`config.mk`:
```
export PLATFORM = sky130hd
export DESIGN_NAME = systematic_resampler_top
export DESIGN_NICKNAME = d
export VERILOG_FILES = /design/src/rtl/srs_pkg.sv /design/src/rtl/srs_wmem.sv /design/src/rtl/srs_accum.sv /design/src/rtl/systematic_resampler_top.sv
export VERILOG_INCLUDE_DIRS = /design/src /design/src/rtl
export SDC_FILE = /design/constraint.sdc
export NUM_CORES = 2
export LEC_CHECK = 0
export BUFFER_PORTS_ARGS = -buffer_cell sky130_fd_sc_hd__buf_2
export CAP_MARGIN = 20
export CORE_AREA = 2 2 465 236
export CTS_BUF_LIST = sky130_fd_sc_hd__clkbuf_4
export DETAILED_ROUTE_END_ITERATION = 12
export DIE_AREA = 0 0 467 238
export PLACE_DENSITY = 0.63
export RECOVER_POWER = 25
export SLEW_MARGIN = 20
export SYNTH_ARGS = -nofsm -noshare
export SYNTH_HDL_FRONTEND = slang
export SYNTH_SLANG_ARGS = --single-unit
```
`constraint.sdc`:
```
create_clock -name clk -period 19 [get_ports clk]
set_input_delay 1.9 -clock clk [delete_from_list [all_inputs] [get_ports clk]]
set_output_delay 1.9 -clock clk [all_outputs]
set_load 0.02 [all_outputs]
```
`src/rtl/systematic_resampler_top_assert.svh`:
```
// Assertion macros for the systematic resampler RTL.
// Expects signals clk and arst_n in the including module's scope.
`ifndef SYSTEMATIC_RESAMPLER_TOP_ASSERT_SVH
`define SYSTEMATIC_RESAMPLER_TOP_ASSERT_SVH

// Same-cycle implication, checked out of reset.
`define SRS_ASSERT_IMP(lbl, ante, cons, msg) \
	lbl: assert property (@(posedge clk) disable iff (!arst_n) (ante) |-> (cons)) \
		else $error(msg);

// Next-cycle implication, checked out of reset.
`define SRS_ASSERT_NXT(lbl, ante, cons, msg) \
	lbl: assert property (@(posedge clk) disable iff (!arst_n) (ante) |=> (cons)) \
		else $error(msg);

`endif

```
`src/rtl/srs_pkg.sv`:
```
// Shared types and constants for the systematic resampler.
// No dependencies; imported by every module of the block.
`timescale 1ns / 1ps

package srs_pkg;

	localparam int MAX_PARTICLES_DEF = 64;
	localparam int WEIGHT_BITS_DEF   = 16;
	localparam int WEIGHT_FIELD_W    = 16;
	localparam int INDEX_FIELD_W     = 6;

	typedef struct packed {
		logic [WEIGHT_FIELD_W-1:0] weight;
		logic                      last_weight;
	} sample_t;

	typedef struct packed {
		logic [INDEX_FIELD_W-1:0] chosen_index;
		logic                     last_draw;
	} draw_t;

	// operations of the shared adder
	typedef enum logic [1:0] {
		OP_NONE,
		OP_TGT_INIT,
		OP_TGT_STEP,
		OP_CUM_ADD
	} acc_op_t;

	typedef struct packed {
		acc_op_t op;
		logic    mul_en;
		logic    clr;
	} acc_ctl_t;

endpackage

```
`src/rtl/srs_wmem.sv`:
```
// Weight store: one write port, one registered read port.
// Depends on srs_pkg.
`timescale 1ns / 1ps

module srs_wmem import srs_pkg::*; #(
	parameter int DEPTH = MAX_PARTICLES_DEF,
	parameter int WB    = WEIGHT_BITS_DEF,
	parameter int AW    = $clog2(MAX_PARTICLES_DEF)
) (
	input  logic          clk,
	input  logic          we,
	input  logic [AW-1:0] waddr,
	input  logic [WB-1:0] wdata,
	input  logic [AW-1:0] raddr,
	output logic [WB-1:0] rdata
);

	logic [WB-1:0] mem_q [DEPTH];
	logic [WB-1:0] rdata_q;

	always_ff @(posedge clk) begin
		if (we) begin
			mem_q[waddr] <= wdata;
		end
		rdata_q <= mem_q[raddr];
	end

	assign rdata = rdata_q;

endmodule

```
`src/rtl/srs_accum.sv`:
```
// Shared scaled arithmetic: multiplier stage, one adder, one comparator.
// Holds the scaled cumulative and scaled target; depends on srs_pkg.
`timescale 1ns / 1ps

module srs_accum import srs_pkg::*; #(
	parameter int WB   = WEIGHT_BITS_DEF,
	parameter int SUMW = WEIGHT_BITS_DEF + $clog2(MAX_PARTICLES_DEF),
	parameter int SCLW = $clog2(MAX_PARTICLES_DEF + 1) + 1,
	parameter int PW   = SUMW + SCLW
) (
	input  logic            clk,
	input  logic            arst_n,
	input  acc_ctl_t        ctl,
	input  logic [SUMW-1:0] sum,
	input  logic [SCLW-1:0] scale,
	input  logic [WB-1:0]   rdata,
	output logic            gt
);

	logic [PW-1:0] prod_s1;
	logic [PW-1:0] cum_q;
	logic [PW-1:0] tgt_q;
	logic [PW-1:0] add_a;
	logic [PW-1:0] add_b;
	logic [PW-1:0] add_y;
	logic [PW-1:0] sum_x;

	assign sum_x = PW'(sum);

	always_comb begin
		add_a = '0;
		add_b = '0;
		case (ctl.op)
			OP_TGT_INIT: begin
				add_a = sum_x;
				add_b = sum_x << 1;
			end
			OP_TGT_STEP: begin
				add_a = tgt_q;
				add_b = sum_x << 1;
			end
			OP_CUM_ADD: begin
				add_a = cum_q;
				add_b = prod_s1;
			end
			default: begin
				add_a = '0;
				add_b = '0;
			end
		endcase
	end

	assign add_y = add_a + add_b;

	always_ff @(posedge clk) begin
		if (ctl.mul_en) begin
			prod_s1 <= PW'(scale) * PW'(rdata);
		end
	end

	always_ff @(posedge clk or negedge arst_n) begin
		if (!arst_n) begin
			cum_q <= '0;
			tgt_q <= '0;
		end else begin
			if (ctl.clr) begin
				cum_q <= '0;
			end else if (ctl.op == OP_CUM_ADD) begin
				cum_q <= add_y;
			end
			if (ctl.op == OP_TGT_INIT || ctl.op == OP_TGT_STEP) begin
				tgt_q <= add_y;
			end
		end
	end

	assign gt = tgt_q > cum_q;

endmodule

```
`src/rtl/systematic_resampler_top.sv`:
```
// Systematic resampler top level: load sequencer, draw sequencer, output register.
// Depends on srs_pkg, srs_wmem, srs_accum and systematic_resampler_top_assert.svh.
//
//  port group        dir  handshake              payload
//  ----------------  ---  ---------------------  --------------------------------
//  item / start      in   start & !busy          weight, last_weight
//  draw / strobe     out  strobe (one cycle)     chosen_index, last_draw
//
// Sequencing: a weight that is not marked last is taken and busy stays low.
// The last weight starts drawing: setup (read weight 0, scale it, accumulate),
// then a compare for each draw plus compare, read, multiply and add for every
// pointer advance, with at most N-1 advances. The steps follow the chain
// through the single weight read port, the multiplier and the shared adder.
// Reset: arst_n clears all control state; the weight store is not cleared and is
// only read at entries written in the current set.
// Stalls: the receiver cannot stall; each draw is shown for exactly one cycle.
`timescale 1ns / 1ps

`include "systematic_resampler_top_assert.svh"

module systematic_resampler_top import srs_pkg::*; #(
	parameter int MAX_PARTICLES = MAX_PARTICLES_DEF,
	parameter int WEIGHT_BITS   = WEIGHT_BITS_DEF
) (
	input  logic    clk,
	input  logic    arst_n,
	input  logic    start,
	output logic    busy,
	input  sample_t item,
	output logic    strobe,
	output draw_t   draw
);

	localparam int IB   = $clog2(MAX_PARTICLES);           // pointer / address bits
	localparam int CNTW = $clog2(MAX_PARTICLES + 1);       // count up to MAX_PARTICLES
	localparam int SUMW = WEIGHT_BITS + IB;                // total weight S
	localparam int SCLW = CNTW + 1;                        // scale 2*(N+1)
	localparam int PW   = SUMW + SCLW;                     // scaled values
	localparam int WIN  = (WEIGHT_BITS < WEIGHT_FIELD_W) ? WEIGHT_BITS : WEIGHT_FIELD_W;

	typedef logic [WEIGHT_BITS-1:0] wt_t;

	typedef enum logic [2:0] {
		ST_IDLE,
		ST_TINIT,
		ST_READ,
		ST_MUL,
		ST_ACC,
		ST_CMP
	} state_t;

	state_t          state_q;
	logic [CNTW-1:0] cnt_q;      // weights stored in this set
	logic [CNTW-1:0] n_q;        // N for the draws
	logic [CNTW-1:0] k_q;        // draw counter
	logic [IB-1:0]   ptr_q;      // select pointer
	logic [SUMW-1:0] sum_q;      // total weight S
	logic [SCLW-1:0] scale_q;    // 2*(N+1)
	logic            strobe_q;
	draw_t           draw_q;

	logic            accept;
	logic            room;
	wt_t             w_eff;
	logic [CNTW-1:0] n_new;
	logic [IB-1:0]   ptr_nxt;
	logic            can_adv;
	logic            is_last;
	logic [WEIGHT_BITS-1:0] rdata;
	logic            gt;
	acc_ctl_t        ctl;

	assign busy    = (state_q != ST_IDLE);
	assign accept  = start && !busy;
	assign room    = (cnt_q < CNTW'(MAX_PARTICLES));
	assign w_eff   = wt_t'(item.weight[WIN-1:0]);
	assign n_new   = room ? (cnt_q + CNTW'(1)) : cnt_q;
	assign ptr_nxt = ptr_q + IB'(1);
	// pointer may move only while the next entry is below N
	assign can_adv = (CNTW'(ptr_q) + CNTW'(1)) < n_q;
	assign is_last = (k_q + CNTW'(1)) == n_q;

	// control to the shared arithmetic unit
	always_comb begin
		ctl.op     = OP_NONE;
		ctl.mul_en = 1'b0;
		ctl.clr    = accept && item.last_weight;
		case (state_q)
			ST_TINIT: ctl.op = OP_TGT_INIT;
			ST_MUL:   ctl.mul_en = 1'b1;
			ST_ACC:   ctl.op = OP_CUM_ADD;
			ST_CMP: begin
				if (!(gt && can_adv) && !is_last) begin
					ctl.op = OP_TGT_STEP;
				end
			end
			default: ctl.op = OP_NONE;
		endcase
	end

	srs_wmem #(
		.DEPTH (MAX_PARTICLES),
		.WB    (WEIGHT_BITS),
		.AW    (IB)
	) u_wmem (
		.clk   (clk),
		.we    (accept && room),
		.waddr (cnt_q[IB-1:0]),
		.wdata (w_eff),
		.raddr (ptr_q),
		.rdata (rdata)
	);

	srs_accum #(
		.WB   (WEIGHT_BITS),
		.SUMW (SUMW),
		.SCLW (SCLW),
		.PW   (PW)
	) u_accum (
		.clk    (clk),
		.arst_n (arst_n),
		.ctl    (ctl),
		.sum    (sum_q),
		.scale  (scale_q),
		.rdata  (rdata),
		.gt     (gt)
	);

	// sequencer: state plus registered result
	always_ff @(posedge clk or negedge arst_n) begin
		if (!arst_n) begin
			state_q  <= ST_IDLE;
			cnt_q    <= '0;
			n_q      <= '0;
			k_q      <= '0;
			ptr_q    <= '0;
			sum_q    <= '0;
			scale_q  <= '0;
			strobe_q <= 1'b0;
			draw_q   <= '0;
		end else begin
			strobe_q <= 1'b0;
			case (state_q)
				ST_IDLE: begin
					if (accept) begin
						if (room) begin
							cnt_q <= cnt_q + CNTW'(1);
							sum_q <= sum_q + SUMW'(w_eff);
						end
						if (item.last_weight) begin
							n_q     <= n_new;
							scale_q <= SCLW'({n_new, 1'b0}) + SCLW'(2);
							k_q     <= '0;
							ptr_q   <= '0;
							state_q <= ST_TINIT;
						end
					end
				end
				// weight 0 is read here while the target is set to 3*S
				ST_TINIT: state_q <= ST_MUL;
				ST_READ:  state_q <= ST_MUL;
				ST_MUL:   state_q <= ST_ACC;
				ST_ACC:   state_q <= ST_CMP;
				ST_CMP: begin
					if (gt && can_adv) begin
						ptr_q   <= ptr_nxt;
						state_q <= ST_READ;
					end else begin
						strobe_q            <= 1'b1;
						draw_q.chosen_index <= INDEX_FIELD_W'(ptr_q);
						draw_q.last_draw    <= is_last;
						if (is_last) begin
							sum_q   <= '0;
							cnt_q   <= '0;
							state_q <= ST_IDLE;
						end else begin
							k_q <= k_q + CNTW'(1);
						end
					end
				end
				default: state_q <= ST_IDLE;
			endcase
		end
	end

	assign strobe = strobe_q;
	assign draw   = draw_q;

	`SRS_ASSERT_IMP(a_ptr_in_set, strobe_q, CNTW'(ptr_q) < n_q, "draw index beyond set size")
	`SRS_ASSERT_NXT(a_last_ends, strobe_q && draw_q.last_draw, !strobe_q, "draw after final draw")
	`SRS_ASSERT_NXT(a_last_starts, accept && item.last_weight, busy, "final weight did not start drawing")
	`SRS_ASSERT_IMP(a_cnt_bound, 1'b1, cnt_q <= CNTW'(MAX_PARTICLES), "weight count above capacity")

endmodule
```
* Word level (Yosys, flattened, before mapping)
Memories as Yosys holds them, arrays and structs flattened. A register that Yosys moved wholly into a read port is not among the register bits.
Cells that the tools add are included.
W data, S select, Z words.
** Word-level totals
- Input bits :: 20
- Memories kept :: 1
- Memory bits (writable) :: 1024
- Bits in read-only memories :: 0
- Output and inout bits :: 9
- Latch bits :: 0
- Logic and storage cells :: 100
- Register bits :: 152
** Memory list
- u_wmem.mem_q :: words 64, width 16, rd ports 1, clocked after memory_dff 1, wr ports 1, line srs_wmem.sv:18 : logic [WB-1:0] mem_q [DEPTH];
** Cells by class
- Multipliers :: 1
- Magnitude comparators :: 3
- Div/mod/pow operators :: 0
- Shift-type cells :: 0
- Reduce and logical (&&, ||, !) cells :: 22
- Multiplexer cells :: 35
- Bitwise operators :: 1
- $add $sub $neg :: 7
- Equal/unequal tests :: 17
** Operators with widths (count)
- $pmux W30 S3 :: 1
- $mux W22 :: 4
- $mux W30 :: 2
- $mux W7 :: 8
- $pmux W24 S2 :: 1
- $pmux W22 S2 :: 1
- $add A30 B24 Y30 :: 1
- $gt A30 B30 Y1 :: 1
- $pmux W7 S2 :: 2
- $mul A8 B16 Y24 :: 1
- $add A22 B16 Y22 :: 1
- $mux W6 :: 3
- $pmux W3 S5 :: 1
- $add A7 B1 Y7 const B :: 2
- $ne A2 B2 Y1 const B :: 7
- $mux W3 :: 4
- $pmux W6 S2 :: 1
- $reduce_and A5 Y1 :: 2
- $add A8 B2 Y8 const B :: 1
- $reduce_and A4 Y1 :: 2
- $add A6 B1 Y7 const B :: 1
- $eq A7 B7 Y1 :: 1
- $lt A7 B7 Y1 :: 1
- $lt A7 B7 Y1 const B :: 1
- 20 further kinds :: 36

* Logic depth before layout (Yosys ltp)
- Depth in word-level cells :: 13
- Mapped depth :: 29
- Depth with buffers taken out :: 25

* By module
A second synthesis with hierarchy kept.
** Second synthesis, totals
- Cell total of the unflattened synthesis :: 3375
- Area total of the unflattened synthesis :: 54293.3 um^2
** By module, submodules not included
- srs_wmem :: cells each 1829, sequential area each 31069.8 um^2, times used 1, area an instance 40042.2 um^2
- srs_accum :: cells each 1092, sequential area each 2222.1 um^2, times used 1, area an instance 9955.8 um^2
- systematic_resampler_top :: cells each 454, sequential area each 1676.6 um^2, times used 1, area an instance 4295.4 um^2

* Least setup slack after synthesis
Ideal clock, no wire load.
- Kind :: reg2reg
- Start point :: reg ptr_q[0]
- End point :: reg u_accum.cum_q[29]
- Buffers on the path :: 7
- Arrival :: 6.250 ns
- Library setup time :: 0.122 ns
- Setup slack :: 12.628 ns
- Data required time :: 18.878 ns
- Cell stages (with the launch flop) :: 30
- Clock period less this slack :: 6.372 ns
- Path through :: dfrtp_1 > buf_2 > buf_2 > buf_2 > buf_2 > nand4_1 > xnor2_1 > ha_1 > a21o_1 > a21oi_1 > o211a_1 > o21ai_0 > or2b_1 > o21ai_0 > ha_1 > buf_2 > buf_1 > clkbuf_1 > a222oi_1 > nor2_1 > ha_1 > fa_1 > a21oi_1 > o211ai_1 > nand3_1 > a31oi_1 > a2111o_1 > nand4b_1 > xor2_1 > a32o_1
** On the way
- Longest elaborated chain between the ends :: 13
- Elaborated cells between the ends (all ways) :: 17
- Those cells by class :: add/sub: 2; order compare: 1; eq/ne: 3; mux: 6; reduce/logical: 5
** RTL lines
- start: declaration :: line systematic_resampler_top.sv:56 : logic [IB-1:0] ptr_q;
- start signal: assignment :: line systematic_resampler_top.sv:166 : ptr_q <= ptr_nxt;
- $add A6 B1 Y7 (*) :: line systematic_resampler_top.sv:80 : assign can_adv = (CNTW'(ptr_q) + CNTW'(1)) < n_q;
- $lt A7 B7 Y1 (*) :: line systematic_resampler_top.sv:80
- $logic_and A1 B1 Y1 (*) :: line systematic_resampler_top.sv:93 : if (!(gt && can_adv) && !is_last) begin
- $logic_not A1 Y1 (*) :: line systematic_resampler_top.sv:93
- $logic_and A1 B1 Y1 (*) :: line systematic_resampler_top.sv:93
- $mux W2 (*) :: line systematic_resampler_top.sv:93
- $pmux W2 S3 (*) :: line systematic_resampler_top.sv:88 : case (state_q)
- $eq A2 B2 Y1 or $eq A2 B1 Y1 (tied branches) :: line srs_accum.sv:33 : case (ctl.op)
- $reduce_or A2 Y1 (no source line)
- $pmux W24 S2 :: line srs_accum.sv:33
- $add A30 B24 Y30 :: line srs_accum.sv:53 : assign add_y = add_a + add_b;
- $mux W30 :: line srs_accum.sv:68 : end else if (ctl.op == OP_CUM_ADD) begin
- $mux W30 :: line srs_accum.sv:66 : if (ctl.clr) begin
- end signal: assignment :: line srs_accum.sv:69 : cum_q <= add_y;
- end: declaration :: line srs_accum.sv:21 : logic [PW-1:0] cum_q;
Mark *: on every way between the ends. The rest lies on a longest branch, timed or not. The select of a mux whose other input is x is not followed.
A chain may end at the register's enable or synchronous reset.

* Final worst setup path
- Start point :: reg ptr_q[1]
- End point :: reg u_accum.cum_q[29]
The elaborated chain is that of the path after synthesis.

==> impl_metrics.tcl <==
set metrics [dict create \
    cts_sinks 1190 \
    root_buffer "clkbuf_4" \
    gp_congestion 0.919 \
    synthXorXnorAreaFrac_pct 1.25 \
    grt_setup_unrepaired "false" \
    dp_hpwl_um 93900 \
    hold_class "flop to flop" \
    synth_area_per_cell_um2 15.2 \
    synth_area_leader_cell "edfxtp_1" \
    clk_latency_ns 1.20 \
    timing.final.crit_period_ns 8.22 \
    yosysTopAreaCellShare_pct 59.0 \
    syn_inst 3504 \
    drc_errors 0 \
    rows 85 \
    clk_pin_slew_ns 0.06 \
    cpMaxStageDelayCell "dfrtp_4" \
    irDropWorstVdd_mv 0.0776 \
    startpoint_type "flop" \
    worst_slew_margin_rel_pct -169 \
    yosysUniqueCellTypes 74 \
    grt_pass1_vias 30400 \
    cp.arrival_ns 9.25 \
    max_stage_delay_ns 0.83 \
    fin_cells 5355 \
    drv_cap 19 \
    cts_setup_buffers 0 \
    die_h_um 238 \
    layout_common_cells "edfxtp_1, clkbuf_4, nand2_1" \
    fin_area_um2 58600 \
    final_core_util_pct 54.9 \
    grt_max_degree 117 \
    overflow 0 \
    mostFrequentLayoutCell "edfxtp_1" \
    via_per_inst 6.09 \
    cts_buffers 282 \
    syn2layout_area_growth_pct 10.0 \
    drtPass1Iterations 9 \
    synthTopCellsByArea "edfxtp_1, mux4_2, dfrtp_1" \
    finClkSkew_ns 0.0761 \
    synth_fa_ha_area_share_pct 5.90 \
    antenna_found_initial 10 \
    path_buf_inv 2 \
    critPathTopFamily "compound AO/OA/AOI/OAI gates" \
    drive_above_1_share_pct 20.2 \
    drt_iter0_markers 4689 \
    htreeDepth 5 \
    worst_slew_pin_slew_ns 4.03 \
    synth_compound_area_share_pct 8.01 \
    ctsResizeCount 0 \
    leakage_nw 20.1 \
    end_kind "flop" \
    p_per_area_nw_per_um2 103 \
    worstPathRequired_ns 20.03 \
    synth_async_sr_flop_share_pct 10.7 \
    grt_usage_pct 26.7 \
    synth_edf_count 1047 \
    start_util_pct 49.9 \
    fin_setup_tns_ns 0 \
    dp.cells 4896 \
    clock_path_buffers 4 \
    pin_count 29 \
    cts_tree "built" \
    wl_per_cell_um 27.5 \
    port_buffers 28 \
    wl_um 147000 \
    max_freq_ghz 0.122 \
    routed-via-count 32600 \
    status "finished with violations" \
    synthSimpleGateAreaFrac_pct 5.31 \
    finalHoldViolCount 0 \
    violations "capacitance limit, slew limit" \
    holdBufCountCts 0 \
    synth_fp_nets 3732 \
    drtAntennaViolNets 0 \
    setup_viol 0 \
    nFillCells 8671 \
    dieArea_um2 111000 \
    ys_seq_elements 1190 \
    placed_area_um2 55400 \
    core_area_um2 107000 \
    synth.area.mux_share_pct 11.7 \
    slew_violations 846 \
    synth_top_family_by_area "multiplexers" \
    nets 3973 \
    path_class "flop to flop" \
    syn_area_um2 53300 \
    post-route-period-util_pct 43.2 \
    grt_pass1_wl_um 213000 \
    path_max_fanout 66 \
    ys.flop_type "edfxtp_1" \
    ys_seq_area_share_pct 65.6 \
    synth_warnings 0 \
    die_w_um 467 \
]
## registers in the layout, indices dropped and copies added, names as in the netlist, 16 cells and up
signal	flops
u_wmem.rdata	16
u_accum.tgt_q	30
u_wmem.mem_q	1024
u_accum.cum_q	30
u_accum.prod_s1	23
sum_q	22
## cell families after synthesis
logic type                 after synthesis
adders and majority gates              208
DFF                                   1190
buffers and inverters                  306
xor gates and xnor gates                76
AOI/OAI and AO/OA                      667
and+or+nand+nor                        623
muxes                                  434
## power by group
group	switching, mW	total (mW)	internal, mW
sequential	0.112	3.03	2.92
clock	1.01	2.00	0.984
combinational	0.686	1.01	0.322
total	1.81	6.04	4.23
## final cells by class
cell class	instances	area (um2)	share of cell area, %
diodes	5	12.5	0.0213
clock buffers	411	3090	5.26
clock inverters	43	169	0.288
inverters	129	484	0.826
multi-input cells	2008	17200	29.4
flip-flops and latches	1190	35000	59.6
well taps	1435	1800	3.06
repair buffers	134	887	1.51
## layer usage
layer  share of wire (%)  up-vias  track usage [%]  wire, um
li1                    -    14100                -         -
met1                  48    16500             45.0     70900
met2                  36     1820             30.0     52500
met3                  15      180             11.1     21500
met4                 1.5        8             6.53      2200
met5                0.10        -            0.779       150
## stage by stage
| step | power [mW] | hold slack, ns | worst slack (ns) |
|---|---|---|---|
| final | 6.04 | 0.514 | 10.79 |
| after CTS | 6.05 | 0.511 | 10.94 |
| after global placement | 4.06 | 0.491 | 11.09 |
| after floorplan | 3.66 | 0.469 | 12.63 |
| after global routing | 6.30 | 0.530 | 10.31 |
| after detailed placement | 4.06 | 0.498 | 11.00 |
## synth_stat cells, types with 77 or more instances
cell and count:
a21oi_1 194, mux4_2 144, nand2_1 239, ha_1 136, clkbuf_1 116, inv_1 126, mux2i_1 213, edfxtp_1 1047
dfrtp_1 127, mux2_2 77, nor2_1 181, o21ai_0 159
## path summary, 6_finish.rpt
kind,to,cells after the start,startpoint,slack [ns]
setup / recovery,u_accum.cum_q[29],25,ptr_q[1],10.79
max in group asynchronous,ptr_q[1],1,arst_n,14.03
min in group asynchronous,u_accum.tgt_q[7],1,arst_n,2.14
hold / removal,draw[4],1,draw[4],0.51
hold reg to reg,draw[4],1,draw[4],0.51
setup reg to reg,u_accum.cum_q[29],25,ptr_q[1],10.79
## worst reg2reg max path: stages (launching register included)
cell	delay (ns)
dfrtp_4	0.83
and2_2	0.28
buf_4	0.71
nand4_1	0.22
xnor2_1	0.21
ha_1	0.33
o2111ai_1	0.12
a21o_1	0.17
o211a_1	0.15
o21ai_0	0.10
or2b_1	0.37
o21ai_0	0.22
ha_2	0.63
buf_4	0.68
a222oi_1	0.23
nor2_1	0.13
ha_1	0.24
fa_1	0.23
a21oi_1	0.11
o211ai_1	0.35
nand3_1	0.25
a31oi_1	0.56
a2111o_1	0.36
nand4b_1	0.16
xor2_1	0.20
a32o_1	0.27
(Power assumes the default switching activity.)
